===== config.mk =====
export PLATFORM = sky130hd
export DESIGN_NAME = integer_to_ascii_formatter
export DESIGN_NICKNAME = d
export VERILOG_FILES = /design/src/hw/rtl/i2a_pkg.sv /design/src/hw/rtl/integer_to_ascii_formatter.sv /design/src/hw/rtl/i2a_front.sv /design/src/hw/rtl/i2a_queue.sv /design/src/hw/rtl/i2a_back.sv
export SDC_FILE = /design/constraint.sdc
export NUM_CORES = 1
export LEC_CHECK = 0
export BUFFER_PORTS_ARGS = -buffer_cell sky130_fd_sc_hd__clkbuf_2
export CAP_MARGIN = 20
export CORE_ASPECT_RATIO = 0.5
export CORE_UTILIZATION = 64
export DETAILED_ROUTE_END_ITERATION = 16
export PLACE_DENSITY = 0.82
export SYNTH_ARGS = -nofsm -noshare
export SYNTH_HDL_FRONTEND = slang
export SYNTH_SLANG_ARGS = --single-unit

===== constraint.sdc =====
create_clock -name clk -period 8.15 [get_ports clk]
set_clock_uncertainty 0.15 [all_clocks]
set_input_delay 2.445 -clock clk [delete_from_list [all_inputs] [get_ports clk]]
set_output_delay 2.445 -clock clk [all_outputs]
set_load 0.05 [all_outputs]

===== src/hw/rtl/i2a_pkg.sv =====
// Shared types, codes and character helpers for the integer to ASCII formatter.
// Used by the front end, the back end and the top level; depends on nothing else.
`default_nettype none

package i2a_pkg;

    // Fixed field widths of the two channels.
    localparam int ACTION_W = 2;
    localparam int VALUE_W  = 64;
    localparam int CHAR_W   = 8;
    localparam int COUNT_W  = 5;

    // Format selector carried by each command item.
    typedef enum logic [1:0] {
        FMT_DEC  = 2'd0,
        FMT_HEXL = 2'd1,
        FMT_HEXU = 2'd2,
        FMT_PTR  = 2'd3
    } fmt_e;

    // Text written ahead of the digits.
    typedef enum logic [1:0] {
        PRE_NONE  = 2'd0,
        PRE_MINUS = 2'd1,
        PRE_HEX   = 2'd2,
        PRE_NIL   = 2'd3
    } pre_e;

    // Back end sequencer states.
    typedef enum logic [1:0] {
        ST_IDLE = 2'd0,
        ST_CONV = 2'd1,
        ST_PREP = 2'd2,
        ST_EMIT = 2'd3
    } back_state_e;

    // Command item payload.
    typedef struct packed {
        logic [ACTION_W-1:0] action;
        logic [VALUE_W-1:0]  value;
    } cmd_t;

    // Character item payload.
    typedef struct packed {
        logic [CHAR_W-1:0]  out_char;
        logic               last;
        logic [COUNT_W-1:0] char_count;
    } chr_t;

    // Classification the front end attaches to each queued magnitude.
    typedef struct packed {
        pre_e pre;
        logic dec;
        logic upper;
    } entry_ctl_t;

    // ASCII for one decimal or hex digit.
    function automatic logic [CHAR_W-1:0] digit_char(input logic [3:0] d, input logic upper);
        logic [CHAR_W-1:0] dw;
        dw = {4'h0, d};
        if (d < 4'd10)
            return dw + 8'h30;
        else if (upper)
            return dw + 8'h37;
        else
            return dw + 8'h57;
    endfunction

    // Number of prefix characters for each prefix kind.
    function automatic logic [COUNT_W-1:0] prefix_len(input pre_e pre);
        case (pre)
            PRE_NONE:  return 5'd0;
            PRE_MINUS: return 5'd1;
            PRE_HEX:   return 5'd2;
            PRE_NIL:   return 5'd5;
            default:   return 5'd0;
        endcase
    endfunction

    // Prefix character at a position within the prefix.
    function automatic logic [CHAR_W-1:0] prefix_char(input pre_e pre, input logic [2:0] idx);
        logic [CHAR_W-1:0] c;
        c = "0";
        case (pre)
            PRE_MINUS: c = "-";
            PRE_HEX:   c = (idx == 3'd0) ? "0" : "x";
            PRE_NIL:
            begin
                case (idx)
                    3'd0:    c = "(";
                    3'd1:    c = "n";
                    3'd2:    c = "i";
                    3'd3:    c = "l";
                    default: c = ")";
                endcase
            end
            default:   c = "0";
        endcase
        return c;
    endfunction

endpackage

`default_nettype wire


===== src/hw/rtl/integer_to_ascii_formatter.sv =====
// Top level of the integer to ASCII formatter: front end, two-entry queue
// and back end. Depends on i2a_pkg, i2a_front, i2a_queue and i2a_back.
//
//   Channel  Direction  Handshake              Payload
//   cmd      in         cmd_valid / cmd_stall  cmd_t {action, value}
//   chr      out        chr_valid / chr_stall  chr_t {out_char, last, char_count}
//
// Hex and pointer items go from idle straight to the prep state and then emit their characters.
// Decimal items pass through the conversion state first; the shift-add-3 unit
// converts four operand bits per cycle.
// The two-entry queue keeps taking items while the back end works, until it is full.
// Reset is asynchronous, active low, and clears the queue, sequencer and output valid.
// A stalled character holds; the back end waits on it before the next one.
`default_nettype none

module integer_to_ascii_formatter
    import i2a_pkg::*;
#(
    parameter int VALUE_BITS = 64
) (
    input  wire logic clk,
    input  wire logic rst_n,
    input  wire logic cmd_valid,
    output logic      cmd_stall,
    input  wire cmd_t cmd,
    output logic      chr_valid,
    input  wire logic chr_stall,
    output chr_t      chr
);

    localparam int Q_W = $bits(entry_ctl_t) + VALUE_BITS;

    logic           q_full;
    logic           q_push;
    logic [Q_W-1:0] q_push_data;
    logic           q_pop;
    logic [Q_W-1:0] q_head;
    logic           q_head_valid;

    // Accept and classify.
    i2a_front #(
        .VALUE_BITS (VALUE_BITS)
    ) u_front (
        .cmd_valid (cmd_valid),
        .cmd_stall (cmd_stall),
        .cmd       (cmd),
        .q_full    (q_full),
        .push      (q_push),
        .push_data (q_push_data)
    );

    // Decoupling queue.
    i2a_queue #(
        .WIDTH (Q_W)
    ) u_queue (
        .clk        (clk),
        .rst_n      (rst_n),
        .push       (q_push),
        .push_data  (q_push_data),
        .full       (q_full),
        .pop        (q_pop),
        .head       (q_head),
        .head_valid (q_head_valid)
    );

    // Convert and emit.
    i2a_back #(
        .VALUE_BITS (VALUE_BITS)
    ) u_back (
        .clk        (clk),
        .rst_n      (rst_n),
        .head_valid (q_head_valid),
        .head       (q_head),
        .pop        (q_pop),
        .chr_valid  (chr_valid),
        .chr_stall  (chr_stall),
        .chr        (chr)
    );

`ifndef SYNTHESIS
    // The running count stays within the longest possible text.
    a_count_range: assert property (@(posedge clk) disable iff (!rst_n)
        chr_valid |-> (chr.char_count != 5'd0) && (chr.char_count <= 5'd20))
        else $error("character count out of range");

    // Within one text, each character follows the previous one by one count.
    a_count_step: assert property (@(posedge clk) disable iff (!rst_n)
        ($past(chr_valid && !chr_stall && !chr.last) && chr_valid)
            |-> (chr.char_count == $past(chr.char_count) + 5'd1))
        else $error("character count skipped within a text");

    // A new text always starts at count one.
    a_count_restart: assert property (@(posedge clk) disable iff (!rst_n)
        ($past(chr_valid && !chr_stall && chr.last) && chr_valid)
            |-> (chr.char_count == 5'd1))
        else $error("text did not restart at count one");
`endif

endmodule

`default_nettype wire


===== src/hw/rtl/i2a_front.sv =====
// Front end: accepts command items, masks the operand, forms the magnitude
// and classifies the prefix. Depends on i2a_pkg.
`default_nettype none

module i2a_front
    import i2a_pkg::*;
#(
    parameter int VALUE_BITS = 64
) (
    input  wire logic                                     cmd_valid,
    output logic                                          cmd_stall,
    input  wire cmd_t                                     cmd,
    input  wire logic                                     q_full,
    output logic                                          push,
    output logic [$bits(entry_ctl_t)+VALUE_BITS-1:0]      push_data
);

    fmt_e                  fmt;
    logic [VALUE_BITS-1:0] v;
    logic [VALUE_BITS-1:0] mag;
    logic                  neg;
    logic                  zero;
    entry_ctl_t            ctl;

    // The queue state alone decides whether an item can enter.
    assign cmd_stall = q_full;
    assign push      = cmd_valid && !q_full;

    // Mask the operand, take the magnitude and pick the prefix.
    always_comb
    begin
        fmt  = fmt_e'(cmd.action);
        v    = cmd.value[VALUE_BITS-1:0];
        zero = (v == '0);
        neg  = (fmt == FMT_DEC) && v[VALUE_BITS-1];
        mag  = neg ? (~v + {{(VALUE_BITS-1){1'b0}}, 1'b1}) : v;

        ctl.dec   = (fmt == FMT_DEC);
        ctl.upper = (fmt == FMT_HEXU);
        if (neg)
            ctl.pre = PRE_MINUS;
        else if (fmt == FMT_PTR && zero)
            ctl.pre = PRE_NIL;
        else if (fmt == FMT_PTR)
            ctl.pre = PRE_HEX;
        else
            ctl.pre = PRE_NONE;

        push_data = {ctl, mag};
    end

endmodule

`default_nettype wire


===== src/hw/rtl/i2a_queue.sv =====
// Two-entry queue that decouples the front end from the back end.
// Depends on nothing but the width it is given.
`default_nettype none

module i2a_queue #(
    parameter int WIDTH = 8
) (
    input  wire logic             clk,
    input  wire logic             rst_n,
    input  wire logic             push,
    input  wire logic [WIDTH-1:0] push_data,
    output logic                  full,
    input  wire logic             pop,
    output logic [WIDTH-1:0]      head,
    output logic                  head_valid
);

    logic [WIDTH-1:0] mem_reg [2];
    logic             wr_ptr_reg;
    logic             wr_ptr_next;
    logic             rd_ptr_reg;
    logic             rd_ptr_next;
    logic [1:0]       count_reg;
    logic [1:0]       count_next;
    logic             do_pop;

    assign full       = (count_reg == 2'd2);
    assign head_valid = (count_reg != 2'd0);
    assign head       = mem_reg[rd_ptr_reg];
    assign do_pop     = pop && head_valid;

    // Pointer and fill count update.
    always_comb
    begin
        wr_ptr_next = push ? !wr_ptr_reg : wr_ptr_reg;
        rd_ptr_next = do_pop ? !rd_ptr_reg : rd_ptr_reg;
        count_next  = count_reg;
        if (push && !do_pop)
            count_next = count_reg + 2'd1;
        else if (!push && do_pop)
            count_next = count_reg - 2'd1;
    end

    always_ff @(posedge clk or negedge rst_n)
    begin
        if (!rst_n)
        begin
            wr_ptr_reg <= 1'b0;
            rd_ptr_reg <= 1'b0;
            count_reg  <= 2'd0;
        end
        else
        begin
            wr_ptr_reg <= wr_ptr_next;
            rd_ptr_reg <= rd_ptr_next;
            count_reg  <= count_next;
        end
    end

    // Entry storage.
    always_ff @(posedge clk)
    begin
        if (push)
            mem_reg[wr_ptr_reg] <= push_data;
    end

endmodule

`default_nettype wire


===== src/hw/rtl/i2a_back.sv =====
// Back end: converts a queued magnitude to digits (shift-add-3 for decimal,
// nibbles for hex) and sends the text one character per item. Depends on i2a_pkg.
`default_nettype none

module i2a_back
    import i2a_pkg::*;
#(
    parameter int VALUE_BITS = 64
) (
    input  wire logic                                     clk,
    input  wire logic                                     rst_n,
    input  wire logic                                     head_valid,
    input  wire logic [$bits(entry_ctl_t)+VALUE_BITS-1:0] head,
    output logic                                          pop,
    output logic                                          chr_valid,
    input  wire logic                                     chr_stall,
    output chr_t                                          chr
);

    localparam int HEX_DIGITS = (VALUE_BITS + 3) / 4;
    localparam int PAD_W      = 4 * HEX_DIGITS;
    localparam int DIG_N      = (VALUE_BITS * 30103) / 100000 + 1;
    localparam int DIG_IDX_W  = $clog2(DIG_N);
    localparam int STEP_W     = $clog2(HEX_DIGITS + 1);

    back_state_e             state_reg;
    back_state_e             state_next;
    entry_ctl_t              ctl_reg;
    entry_ctl_t              ctl_next;
    logic [PAD_W-1:0]        bin_reg;
    logic [PAD_W-1:0]        bin_next;
    logic [DIG_N-1:0][3:0]   dig_reg;
    logic [DIG_N-1:0][3:0]   dig_next;
    logic [STEP_W-1:0]       step_reg;
    logic [STEP_W-1:0]       step_next;
    logic [COUNT_W-1:0]      len_reg;
    logic [COUNT_W-1:0]      len_next;
    logic [COUNT_W-1:0]      pos_reg;
    logic [COUNT_W-1:0]      pos_next;
    logic                    out_valid_reg;
    logic                    out_valid_next;
    chr_t                    out_item_reg;
    chr_t                    out_item_next;

    entry_ctl_t              head_ctl;
    logic [PAD_W-1:0]        head_mag;
    logic [DIG_N-1:0][3:0]   dd_bcd;
    logic [PAD_W-1:0]        dd_bin;
    logic [COUNT_W-1:0]      top_cnt;
    logic [COUNT_W-1:0]      ndig;
    logic [COUNT_W-1:0]      pre_len;
    logic [COUNT_W-1:0]      dig_pos;
    logic                    load_ok;
    logic                    is_last;

    assign head_ctl  = entry_ctl_t'(head[$bits(entry_ctl_t)+VALUE_BITS-1:VALUE_BITS]);
    assign head_mag  = PAD_W'(head[VALUE_BITS-1:0]);
    assign chr_valid = out_valid_reg;
    assign chr       = out_item_reg;
    assign load_ok   = !out_valid_reg || !chr_stall;
    assign pre_len   = prefix_len(ctl_reg.pre);
    assign dig_pos   = len_reg - 5'd1 - pos_reg;
    assign is_last   = ((pos_reg + 5'd1) == len_reg);

    // Four shift-add-3 steps of the binary to BCD conversion.
    always_comb
    begin
        dd_bcd = dig_reg;
        dd_bin = bin_reg;
        for (int k = 0; k < 4; k++)
        begin
            for (int i = 0; i < DIG_N; i++)
            begin
                if (dd_bcd[i] >= 4'd5)
                    dd_bcd[i] = dd_bcd[i] + 4'd3;
            end
            {dd_bcd, dd_bin} = {dd_bcd, dd_bin} << 1;
        end
    end

    // Position of the highest nonzero digit, and from it the digit count to emit (none for nil, one for zero).
    always_comb
    begin
        top_cnt = '0;
        for (int i = 0; i < DIG_N; i++)
        begin
            if (dig_reg[i] != 4'd0)
                top_cnt = COUNT_W'(i + 1);
        end
        if (ctl_reg.pre == PRE_NIL)
            ndig = '0;
        else if (top_cnt == '0)
            ndig = 5'd1;
        else
            ndig = top_cnt;
    end

    // Sequencer and output register.
    always_comb
    begin
        state_next     = state_reg;
        ctl_next       = ctl_reg;
        bin_next       = bin_reg;
        dig_next       = dig_reg;
        step_next      = step_reg;
        len_next       = len_reg;
        pos_next       = pos_reg;
        out_valid_next = out_valid_reg && chr_stall;
        out_item_next  = out_item_reg;
        pop            = 1'b0;

        case (state_reg)
            ST_IDLE:
            begin
                if (head_valid)
                begin
                    pop       = 1'b1;
                    ctl_next  = head_ctl;
                    pos_next  = '0;
                    step_next = '0;
                    if (head_ctl.dec)
                    begin
                        bin_next   = head_mag;
                        dig_next   = '0;
                        state_next = ST_CONV;
                    end
                    else
                    begin
                        dig_next = '0;
                        for (int i = 0; i < HEX_DIGITS; i++)
                            dig_next[i] = head_mag[4*i +: 4];
                        state_next = ST_PREP;
                    end
                end
            end
            ST_CONV:
            begin
                dig_next  = dd_bcd;
                bin_next  = dd_bin;
                step_next = step_reg + {{(STEP_W-1){1'b0}}, 1'b1};
                if (step_reg == STEP_W'(HEX_DIGITS - 1))
                    state_next = ST_PREP;
            end
            ST_PREP:
            begin
                len_next   = pre_len + ndig;
                state_next = ST_EMIT;
            end
            ST_EMIT:
            begin
                if (load_ok)
                begin
                    out_valid_next           = 1'b1;
                    out_item_next.last       = is_last;
                    out_item_next.char_count = pos_reg + 5'd1;
                    if (pos_reg < pre_len)
                        out_item_next.out_char = prefix_char(ctl_reg.pre, pos_reg[2:0]);
                    else
                        out_item_next.out_char =
                            digit_char(dig_reg[dig_pos[DIG_IDX_W-1:0]], ctl_reg.upper);
                    pos_next = pos_reg + 5'd1;
                    if (is_last)
                        state_next = ST_IDLE;
                end
            end
            default:
            begin
                state_next = ST_IDLE;
            end
        endcase
    end

    always_ff @(posedge clk or negedge rst_n)
    begin
        if (!rst_n)
        begin
            state_reg     <= ST_IDLE;
            out_valid_reg <= 1'b0;
        end
        else
        begin
            state_reg     <= state_next;
            out_valid_reg <= out_valid_next;
        end
    end

    // Datapath registers.
    always_ff @(posedge clk)
    begin
        ctl_reg      <= ctl_next;
        bin_reg      <= bin_next;
        dig_reg      <= dig_next;
        step_reg     <= step_next;
        len_reg      <= len_next;
        pos_reg      <= pos_next;
        out_item_reg <= out_item_next;
    end

endmodule

`default_nettype wire

## After elaboration in Yosys (flattened, before gate mapping)

Memories as Yosys holds them, arrays and structs flattened.
Index checks and enable logic that the tools add are counted.

- Bits in registers: 183
- Memory bits (writable): 136
- Input port bits: 70
- Output and inout bits: 16
- Word-level logic and storage cells: 419
- Memories kept: 1

- $add $sub $neg: 91
- Magnitude comparators: 83
- Equality and inequality tests: 19
- Mux-type cells: 139
- Bitwise gates (word level): 1
- Reductions and logical operators: 51

Memories:

| name | depth | width | read ports | clocked after memory_dff | write ports | RTL line | source |
|---|---|---|---|---|---|---|---|
| u_queue.mem_reg | 2 | 68 | 1 | 0 | 1 | i2a_queue.sv:18 | `logic [WIDTH-1:0] mem_reg [2];` |

Operators with widths:

| cell | count |
|---|---|
| 4-bit two-way mux | 85 |
| 4-bit by 3-bit greater-or-equal comparator with 1-bit output, second input constant | 80 |
| 4-bit by 2-bit adder with 4-bit output, second input constant | 76 |
| 64-bit two-way mux | 4 |
| 80-bit one-hot mux with 2 select lines | 1 |
| 64-bit one-hot mux with 2 select lines | 1 |
| 80-bit two-way mux | 1 |
| 4-bit nonzero test | 20 |
| 64-bit by 1-bit adder with 64-bit output, second input constant | 1 |
| 64-bit zero test | 1 |
| 64-bit NOT | 1 |
| 5-bit two-way mux | 9 |
| 7-bit one-hot mux with 4 select lines | 1 |
| 2-bit two-way mux | 12 |
| 3-bit two-way mux | 8 |
| 8-bit two-way mux | 3 |
| 8-bit one-hot mux with 3 select lines | 1 |
| 4-bit binary-select mux with 5-bit select | 1 |
| 5-bit one-hot mux with 2 select lines | 2 |
| 5-bit one-hot mux with 4 select lines | 1 |
| 4-bit by 6-bit adder with 7-bit output, second input constant | 2 |
| 2-bit equality test, second input constant | 7 |
| 3-bit by 2-bit adder with 3-bit output, second input constant | 4 |
| 5-bit by 1-bit adder with 5-bit output, second input constant | 2 |
| 29 further kinds | 60 |

## Logic depth before layout (Yosys ltp)

Gate-level depths: netlist of the first run.

- Depth after elaboration: 25
- Mapped depth: 24
- Gate-level depth less buffers: 24

## Hierarchy

Synthesis of the first run repeated with hierarchy kept, for this count alone.

- Cells, all modules: 2784
- Area total of the unflattened synthesis: 26489.2 um^2

By module, submodules not included:

| module | instances | cells each | area each (um^2) | sequential area each (um^2) |
|---|---|---|---|---|
| i2a_back | 1 | 2317 | 19784.0 | 5330.1 |
| i2a_queue | 1 | 228 | 5138.7 | 4184.0 |
| i2a_front | 1 | 239 | 1566.5 | 0.0 |

## Worst setup path after synthesis of the first run

No wires, ideal clock.

- Kind: register -> register
- Start point: reg u_queue.rd_ptr_reg
- End point: reg u_back.bin_reg[0] (enable)
- Setup time: 0.574 ns
- Data arrival time: 5.506 ns
- Required time: 7.426 ns
- Setup slack: 1.920 ns
- Cell stages (with the launch flop): 5
- Buffers on the path: 2
- Period minus slack after synthesis: 6.230 ns
- Cell sequence: dfrtp_1 clkbuf_1 mux2i_1 clkbuf_1 o21ai_0

- Longest elaborated chain between the ends: 3

Ends and longest elaborated chain:

| what | RTL line | source |
|---|---|---|
| from (decl) | i2a_queue.sv:21 | `logic rd_ptr_reg;` |
| from (signal assigned) | i2a_queue.sv:55 | `rd_ptr_reg <= rd_ptr_next;` |
| memory 2 x 68 bit | - |  |
| 2-bit by 1-bit inequality test with 1-bit output (no line) | - |  |
| 3-bit AND reduction (no line) | - |  |
| to (signal assigned) | i2a_back.sv:191 | `bin_reg <= bin_next;` |
| to (decl) | i2a_back.sv:30 | `logic [PAD_W-1:0] bin_reg;` |

No other way between the ends.
A chain may end at the register's enable or synchronous reset.

==> metrics.cfg, run 1 <==
[hold_path]
hold_path.class = reg2reg
hold_start = u_queue.count_reg[1]

[run_status]
status = finished, final reports clean

[clocking]
cts_max_path_buffers = 3
clockRootBuffer = clkbuf_16
cts_setup_buffers = 0
clock_sink_count = 318
cts_tree = built
htree_levels = 1
insertion_delay_ps = 590
cts_inserted_buffers = 29
clkTransAtPathRegs_ps = 70
ctsHoldBuffers = 0
cts_resized = 0

[global_route]
globalRouteMet1Util = 0.442
grt_overflow = 0
grt_pass1_vias = 17000
top_usage_layer = met2
antenna_found_initial = 2
gr-usage-met3 = 0.0538
grt_max_degree = 73
grt_pass1_wl_um = 88600
grt_usage = 0.292
grt_use_met2 = 0.446

[worst_setup_path]
critPathKind = reg2reg
crit_start = u_back.dig_reg[32]
worstPathRequired_ps = 8350
critPathCaptureType = flip-flop
critPathLaunchType = flip-flop
crit_path_max_fanout = 7
worstPathArrival_ps = 5930
rr_startpoint = u_back.dig_reg[32]

[routing]
drt_iter0_markers = 1728
ant_nets = 0
vias = 18000
vias_per_cell = 6.21
firstDrtPassIters = 5
drc_errors = 0
drt-total-wl_um = 55900
wl_per_cell_um = 19.3

[placed_design]
dp_slack_ps = 2510
place_hpwl_um = 40900
place_congestion = 0.889
place_area_um2 = 24900
portBuffers = 84

[cells_and_area]
fin_nets = 2656
final_cell_mix = edfxtp_1, inv_1, ha_1
fin_area_um2 = 25900
area_delta_synth_final_pct = 8.45
fill_cells = 2559
regArea_um2 = 9520
multi_input_area_um2 = 13500
largest_reg_flops = 136
drive_gt1_frac = 0.140
layout.cells.most_common = edfxtp_1
antenna_cells = 0

[timing]
rsz0062_at_grt = no
setup_viol = 0
worst_pin_slew_ps = 1040
period_share = 0.703
final.setup.worst_slack_ps = 2420
fin_crit_ps = 5730
fmax_mhz = 174
hold_viol_final = 0
tns_ps = 0
max_slew_margin = 0.306
drv_slew = 0

[yosys]
syn_inst = 2319
async_flop_share = 0.0220
synth-main-ff-cell = edfxtp_1
yosys_warnings = 0
yosysSeqAreaShare = 0.398
ys_types = 79
syn_nets = 2581
synth_edf_count = 311
synth_area_um2 = 23900
syn_avg_cell_area_um2 = 10.3
ys_seq_elements = 318
synthTopCellsByArea = edfxtp_1, ha_1, mux2_2, mux2i_1, xnor2_1
yosys.area.top_type = edfxtp_1
synth_top_area_frac = 0.391

[die]
start_util = 0.658
num_rows = 49
die_area_um2 = 38200
die_h_um = 139
die_w_um = 275
io_pins = 86
coreArea_um2 = 36400

[run]
drv_cap = 0

worst paths after layout:
| path | slack (ps) | endpoint | cells past startpoint |
|---|---|---|---|
| setup reg to reg | 2420 | u_back.dig_reg[34] | 21 |
| max in group asynchronous | 6050 | u_queue.rd_ptr_reg | 1 |
| setup / recovery | 2420 | u_back.dig_reg[34] | 21 |
| hold reg to reg | 380 | u_queue.count_reg[1] | 1 |
| hold / removal | 380 | u_queue.count_reg[1] | 1 |
| min in group asynchronous | 1560 | u_queue.wr_ptr_reg | 1 |
cells by family after synthesis:
group,Yosys count,share of synthesized area
other cells,1,0.000157
mux,276,0.134
fa+ha+maj,192,0.101
compound gates,506,0.134
simple gates,622,0.136
flops,318,0.398
buf+inv,246,0.0390
xor+xnor,158,0.0579
stage by stage:
step	hold WS, ps	std cells	utilization
2_1_floorplan	311	2319	-
3_3_place_gp	361	2844	0.684
3_5_place_dp	371	2845	0.684
4_1_cts	380	2899	0.712
5_1_grt	417	2901	0.713
6_report	384	2901	0.713
Yosys cell counts, types with 21 or more instances:
cell type  number
xor2_1         46
nor2_1        179
nand2b_1       69
nand2_1        96
a211oi_1       21
a21oi_1       173
o21ai_0       114
nor3b_1        44
edfxtp_1      311
xnor2_1       112
a21o_1         27
inv_1         191
ha_1          190
clkbuf_1       40
nand3_1        57
mux2_2        131
o21a_1         23
nor2b_1        52
mux2i_1       122
mux4_2         23
per-layer routing:
layer | wire, um | vias up
met5 | 0 | -
met4 | 521 | 0
met3 | 5640 | 44
met2 | 24600 | 695
met1 | 25200 | 8651
li1 | - | 8623
critical path, stage by stage (launching register included):
cell and delay (ps):
edfxtp_1 450, inv_1 120, ha_1 290, nand2b_1 110, a21oi_1 260, xnor2_1 290, ha_1 260, nor2b_1 200
o22ai_1 90, a22o_1 270, or2_2 310, xnor2_1 340, ha_1 260, nor2b_1 230, nor2b_1 80, a211oi_1 420
xnor2_1 250, ha_1 290, nor2b_1 160, o21a_1 220, or2_2 280, a22o_1 180
layout make-up:
class                           count  area share
Tap cell                          484      0.0234
Clock inverter                     19     0.00999
Sequential cell                   318       0.367
Inverter                          191      0.0278
Timing Repair Buffer               99      0.0221
Multi-Input combinational cell   1755       0.521
Clock buffer                       35      0.0289
Power of run 1 is left out: the tool's default activity adds up to more than one toggle a clock period on the data nets, which glitch-free logic cannot reach.
==> inputs of run 2 (changes only) <==
CORE_UTILIZATION = 58   (was 64)
PLACE_DENSITY = 0.78   (was 0.82)
clock period = 4.85 ns   (was 8.15 ns; I/O delays follow)
==> run 2 against run 1 <==
Die area grew 10%. Global-route usage shrank 2.4 points. Flip-flop and latch count is the same. Design area grew 8.1%. Register-to-register slack lost 2400 ps. Critical path depth shrank 1. First-iteration DRC count grew 9.8%. Critical path type unchanged. Final cell count grew 7.3%. Sequential share of layout area shrank 2.7 points. Hold slack lost 14 ps.
==> metrics.cfg, run 2 (synthesis results as in run 1) <==
[run_status]
status = finished, final reports clean

[worst_setup_path]
r2r_cells = 20  ; -4.8%
timing.rr.end = u_back.dig_reg[28]
critPathLaunchType = flip-flop
reg2reg_slack_ps = 40  ; -2380 ps
crit_path_max_fanout = 4  ; -3
worstPathArrival_ps = 5000  ; -930 ps
rr_startpoint = u_back.dig_reg[24]
worstPathRequired_ps = 5040  ; -3310 ps
critPathKind = reg2reg
critPathCaptureType = flip-flop

[routing]
vias_per_cell = 6.06  ; -2.4%
wl_per_cell_um = 19.0  ; -1.4%
drt_iter0_markers = 1897  ; +9.8%
vias = 18900  ; +4.7%
drc_errors = 0  ; unchanged
drt-total-wl_um = 59100  ; +5.8%
ant_nets = 0  ; unchanged
firstDrtPassIters = 6  ; +1

[timing]
holdWs_ps = 370  ; -14.1 ps
worst_pin_slew_ps = 956  ; -82.0 ps
fmax_mhz = 208  ; +19%
period_share = 0.991  ; +0.288
hold_viol_final = 0  ; unchanged
fin_crit_ps = 4810  ; -923 ps
max_slew_margin = 0.363  ; +0.0563
drv_slew = 0  ; unchanged
setup_viol = 0  ; unchanged

[clocking]
clock_sink_count = 318  ; unchanged
cts_tree = built
ctsHoldBuffers = 0  ; unchanged
cts_max_path_buffers = 3  ; unchanged
clkTransAtPathRegs_ps = 70  ; about the same
htree_levels = 1  ; unchanged
cts_inserted_buffers = 30  ; +3.4%
clockRootBuffer = clkbuf_16
insertion_delay_ps = 610  ; +20 ps

[hold_path]
whs_path_depth = 1  ; unchanged
hold_start = u_queue.count_reg[1]
min_to = u_queue.count_reg[1]
hold_path.class = reg2reg

[die]
coreArea_um2 = 40500  ; +11%
io_pins = 86  ; unchanged
num_rows = 52  ; +6.1%
die_area_um2 = 42100  ; +10%
start_util = 0.590  ; -0.0678
die_w_um = 289  ; +5.0%
die_h_um = 146  ; +5.0%

[cells_and_area]
layout.cells.most_common = edfxtp_1
area_delta_synth_final_pct = 17.2
fill_cells = 2881  ; +13%
final_cell_mix = edfxtp_1, nor2_1, inv_1
antenna_cells = 0  ; unchanged
multi_input_area_um2 = 14400  ; +6.8%
largest_reg_flops = 136  ; unchanged
regArea_um2 = 9520  ; unchanged
fin_nets = 2811  ; +5.8%
drive_gt1_frac = 0.267  ; +0.127

[placed_design]
place_congestion = 0.930  ; +4.6%
portBuffers = 84  ; unchanged
place_hpwl_um = 42100  ; +2.7%

[global_route]
grt_pass1_vias = 17100  ; +0.69%
grt_usage = 0.268  ; -0.0244
grt_max_degree = 104  ; +42%
antenna_found_initial = 1  ; -1
grt_pass1_wl_um = 89200  ; +0.75%
grt_overflow = 0  ; unchanged

[run]
drv_cap = 0  ; unchanged

==> run 2: cell types whose count changed in the layout (fill, tap and decap cells not counted), moves of 13 or more <==
cell / before / now
o21ai_0: 113 / 93
ha_2: 1 / 38
xnor2_2: 0 / 42
xnor2_1: 112 / 69
inv_2: 0 / 18
a21oi_2: 0 / 22
a21oi_1: 173 / 148
nor2b_1: 52 / 39
inv_1: 190 / 172
buf_4: 13 / 169
ha_1: 189 / 149
==> run 2: what timing repair did <==
item | 4_1_cts | 5_1_grt
gates resized for setup | 29 | 205
pin swaps | 6 | 65
endpoints found under the setup margin | 17 | 61
gates cloned | 0 | 0
setup buffers | 12 | 47
==> run 2: worst max-delay path by stage <==
stage	startpoint	to	slack [ps]	cells past startpoint
global route	u_back.dig_reg[24]	u_back.dig_reg[28]	-80	21
CTS	u_back.dig_reg[48]	u_back.dig_reg[50]	2	22
finish	u_back.dig_reg[24]	u_back.dig_reg[28]	40	20
floorplan	u_back.dig_reg[32]	u_back.dig_reg[34]	40	21
detailed placement	u_back.dig_reg[20]	u_back.dig_reg[28]	-190	20
global placement	u_back.dig_reg[20]	u_back.dig_reg[28]	-50	20
==> run 2: final cells by class <==
cell class / count / share of cell area
clock buffers: 45 / 0.0317
clock inverters: 11 / 0.00397
inverters: 191 / 0.0258
multi-input cells: 1755 / 0.515
flip-flops and latches: 318 / 0.340
well taps: 540 / 0.0241
repair buffers: 253 / 0.0603
==> run 2: per-layer routing <==
metal	track usage	up-vias	part of all wire
met4	0.0426	0	0.016
li1	-	8938	-
met3	0.0575	75	0.099
met5	0	-	0
met2	0.407	766	0.44
met1	0.399	9078	0.44
==> run 2: worst max-delay path: stages, from the launching register on <==
cell,delay [ps]
edfxtp_1,470
ha_1,240
nand2b_1,160
a21oi_2,240
xnor2_2,160
inv_1,90
ha_1,230
nand2b_1,160
and3_1,210
a221oi_4,260
xnor2_2,200
ha_2,240
inv_1,90
nor2_2,130
o21ai_2,90
xor2_2,220
ha_2,210
nor2b_1,140
or4b_2,600
a21o_1,170
o311ai_1,110
==> run 2: per-stage QoR <==
| stage | setup TNS, ps | instance area (um^2) | instances | setup WS [ps] | utilization |
|---|---|---|---|---|---|
| floorplan | 0 | 23900 | 2319 | 36.0 | - |
| global placement | -45.2 | 25700 | 2997 | -45.2 | 0.633 |
| detailed placement | -740 | 25700 | 2998 | -188 | 0.634 |
| CTS | 0 | 26900 | 3066 | 1.88 | 0.664 |
| global route | -675 | 28000 | 3113 | -75.0 | 0.691 |
| finish | 0 | 28000 | 3113 | 41.3 | 0.691 |
Power of run 2 is left out for the same reason.
==> inputs of run 3 (changes only) <==
--- a/config.mk
+++ b/config.mk
@@ -12,4 +12,5 @@
 export DETAILED_ROUTE_END_ITERATION = 16
 export PLACE_DENSITY = 0.78
+export SKIP_CTS_REPAIR_TIMING = 1
 export SYNTH_ARGS = -nofsm -noshare
 export SYNTH_HDL_FRONTEND = slang
==> constraint.sdc (replaced) <==
create_clock -name clk -period 4.85 [get_ports clk]
set_clock_uncertainty 0.15 [all_clocks]
set_input_delay 0.7275 -clock clk [delete_from_list [all_inputs] [get_ports clk]]
set_output_delay 0.7275 -clock clk [all_outputs]
set_load 0.01 [all_outputs]
==> run 3 against run 2 <==
Register-to-register slack is essentially flat. Clock-buffer cell count is 4 lower. Largest cell class unchanged. Final cell count down 0.16%. Wire length is 0.42% higher. Non-clock buffer count fell by 3. Critical path depth grew 1. Fmax up 0.29%. Setup slack better by 14 ps. Design area is the same. Global-route usage decreased by 0.11 points.
==> metrics.cfg, run 3 (synthesis results as in run 1) <==
[run_status]
status = finished, final reports clean

[hold_path]
whs_path_depth = 1  ; unchanged
min_to = u_queue.mem_reg[0][0]
hold_start = cmd[0]
hold_path.class = in2reg

[worst_setup_path]
rr_startpoint = u_back.dig_reg[28]
worstPathArrival_ps = 5000  ; about the same
critPathLaunchType = flip-flop
worstPathRequired_ps = 5050  ; about the same
timing.rr.end = u_back.dig_reg[34]
reg2reg_slack_ps = 60  ; about the same
crit_path_max_fanout = 4  ; unchanged
critPathCaptureType = flip-flop
r2r_cells = 21  ; +5.0%
critPathKind = reg2reg

[die]
die_area_um2 = 42100  ; unchanged
io_pins = 86  ; unchanged
die_h_um = 146  ; unchanged
die_w_um = 289  ; unchanged
start_util = 0.590  ; unchanged
coreArea_um2 = 40500  ; unchanged
num_rows = 52  ; unchanged

[routing]
ant_nets = 0  ; unchanged
drt-total-wl_um = 59400  ; +0.42%
vias_per_cell = 6.03  ; -0.49%
firstDrtPassIters = 6  ; unchanged
drt_iter0_markers = 1757  ; -7.4%
vias = 18700  ; -0.65%
drc_errors = 0  ; unchanged
wl_per_cell_um = 19.1  ; +0.58%

[clocking]
cts_tree = built
htree_levels = 1  ; unchanged
cts_inserted_buffers = 29  ; -3.3%
insertion_delay_ps = 590  ; -20 ps
clockRootBuffer = clkbuf_16
cts_max_path_buffers = 3  ; unchanged
clkTransAtPathRegs_ps = 70  ; about the same
clock_sink_count = 318  ; unchanged

[timing]
drv_slew = 0  ; unchanged
setup_viol = 0  ; unchanged
fmax_mhz = 209  ; +0.29%
worst_pin_slew_ps = 1020  ; +61.0 ps
fin_crit_ps = 4790  ; -14.0 ps
period_share = 0.989  ; -0.00288
final.setup.worst_slack_ps = 55.2  ; +14.0 ps
hold_viol_final = 0  ; unchanged
rsz0062_at_grt = yes
max_slew_margin = 0.318  ; -0.0452

[placed_design]
portBuffers = 84  ; unchanged
place_hpwl_um = 42300  ; +0.70%
place_congestion = 0.928  ; -0.18%
place_area_um2 = 25700  ; +0.19%
dp_slack_ps = -224  ; -35.4 ps

[global_route]
grt_usage = 0.267  ; -0.00109
antenna_found_initial = 1  ; unchanged
grt_pass1_vias = 17300  ; +0.88%
grt_max_degree = 108  ; +3.8%
grt_pass1_wl_um = 89100  ; -0.10%
grt_overflow = 0  ; unchanged

[cells_and_area]
fin_area_um2 = 28000  ; unchanged
area_delta_synth_final_pct = 17.2  ; unchanged
fin_nets = 2807  ; -0.14%
layout.cells.most_common = edfxtp_1
final_cell_mix = edfxtp_1, inv_1, nor2_1
drive_gt1_frac = 0.261  ; -0.00639
largest_reg_flops = 136  ; unchanged

[run]
drv_cap = 0  ; unchanged

[run 3: cell types whose count changed in the layout (fill, tap and decap cells not counted), moves of 3 or more]
cell      delta
buf_4        -6
clkbuf_8     -5
xnor2_4      +3
xnor2_2      -4
inv_1        +5
nor2b_1      -3
clkinv_2     -4
clkinv_1     +4
inv_2        -5
[run 3: cell type report]
cell class | count | area, um^2
antenna | 1 | 2.50
clock buffer | 41 | 801
clock inverter | 12 | 149
fill | 2891 | 12500
inverter | 191 | 722
multi-input combinational | 1755 | 14500
sequential | 318 | 9520
tap | 540 | 676
timing repair buffer | 250 | 1700
[run 3: per-stage QoR]
step           instances  TNS, ps   util  hold WS (ps)
2_1_floorplan       2319        0      -           282
3_3_place_gp        3003    -91.4  0.635           369
3_5_place_dp        3003    -1250  0.635           369
4_1_cts             3056    -2420  0.658          -158
5_1_grt             3107    -1300  0.691           208
6_report            3108        0  0.691           220
[run 3: worst max path at each step]
stage,startpoint,end,slack [ps],depth (start not counted)
after floorplan,u_back.dig_reg[32],u_back.dig_reg[34],40,21
after global placement,u_back.dig_reg[21],u_back.dig_reg[28],-90,20
after detailed placement,u_back.dig_reg[21],u_back.dig_reg[28],-220,20
after CTS,u_back.dig_reg[21],u_back.dig_reg[28],-270,20
after global routing,u_back.dig_reg[24],u_back.dig_reg[28],-180,21
final,u_back.dig_reg[28],u_back.dig_reg[34],60,21
[run 3: metal layers]
metal	up-vias	routed length, um	share of wire	track usage
met5	-	0	0	0
met4	0	783	0.013	0.0389
met3	68	5260	0.089	0.0439
met1	9079	27100	0.46	0.406
met2	655	26200	0.44	0.407
li1	8932	-	-	-
[run 3: worst max-delay path, stage by stage (launching register included)]
cell and delay [ps]:
edfxtp_1 450, ha_2 200, nand2b_1 150, nor3b_1 150, a21oi_2 180, inv_1 120
ha_4 190, nand2b_4 140, a21o_1 200, a22o_1 210, or2_4 290, xnor2_4 200
ha_2 210, nor2b_4 180, nor4_2 60, a211oi_2 310, xnor2_2 160, ha_2 220
nor2b_2 150, o21a_1 200, or2_2 280, a22o_1 180
Power of run 3 is left out for the same reason.
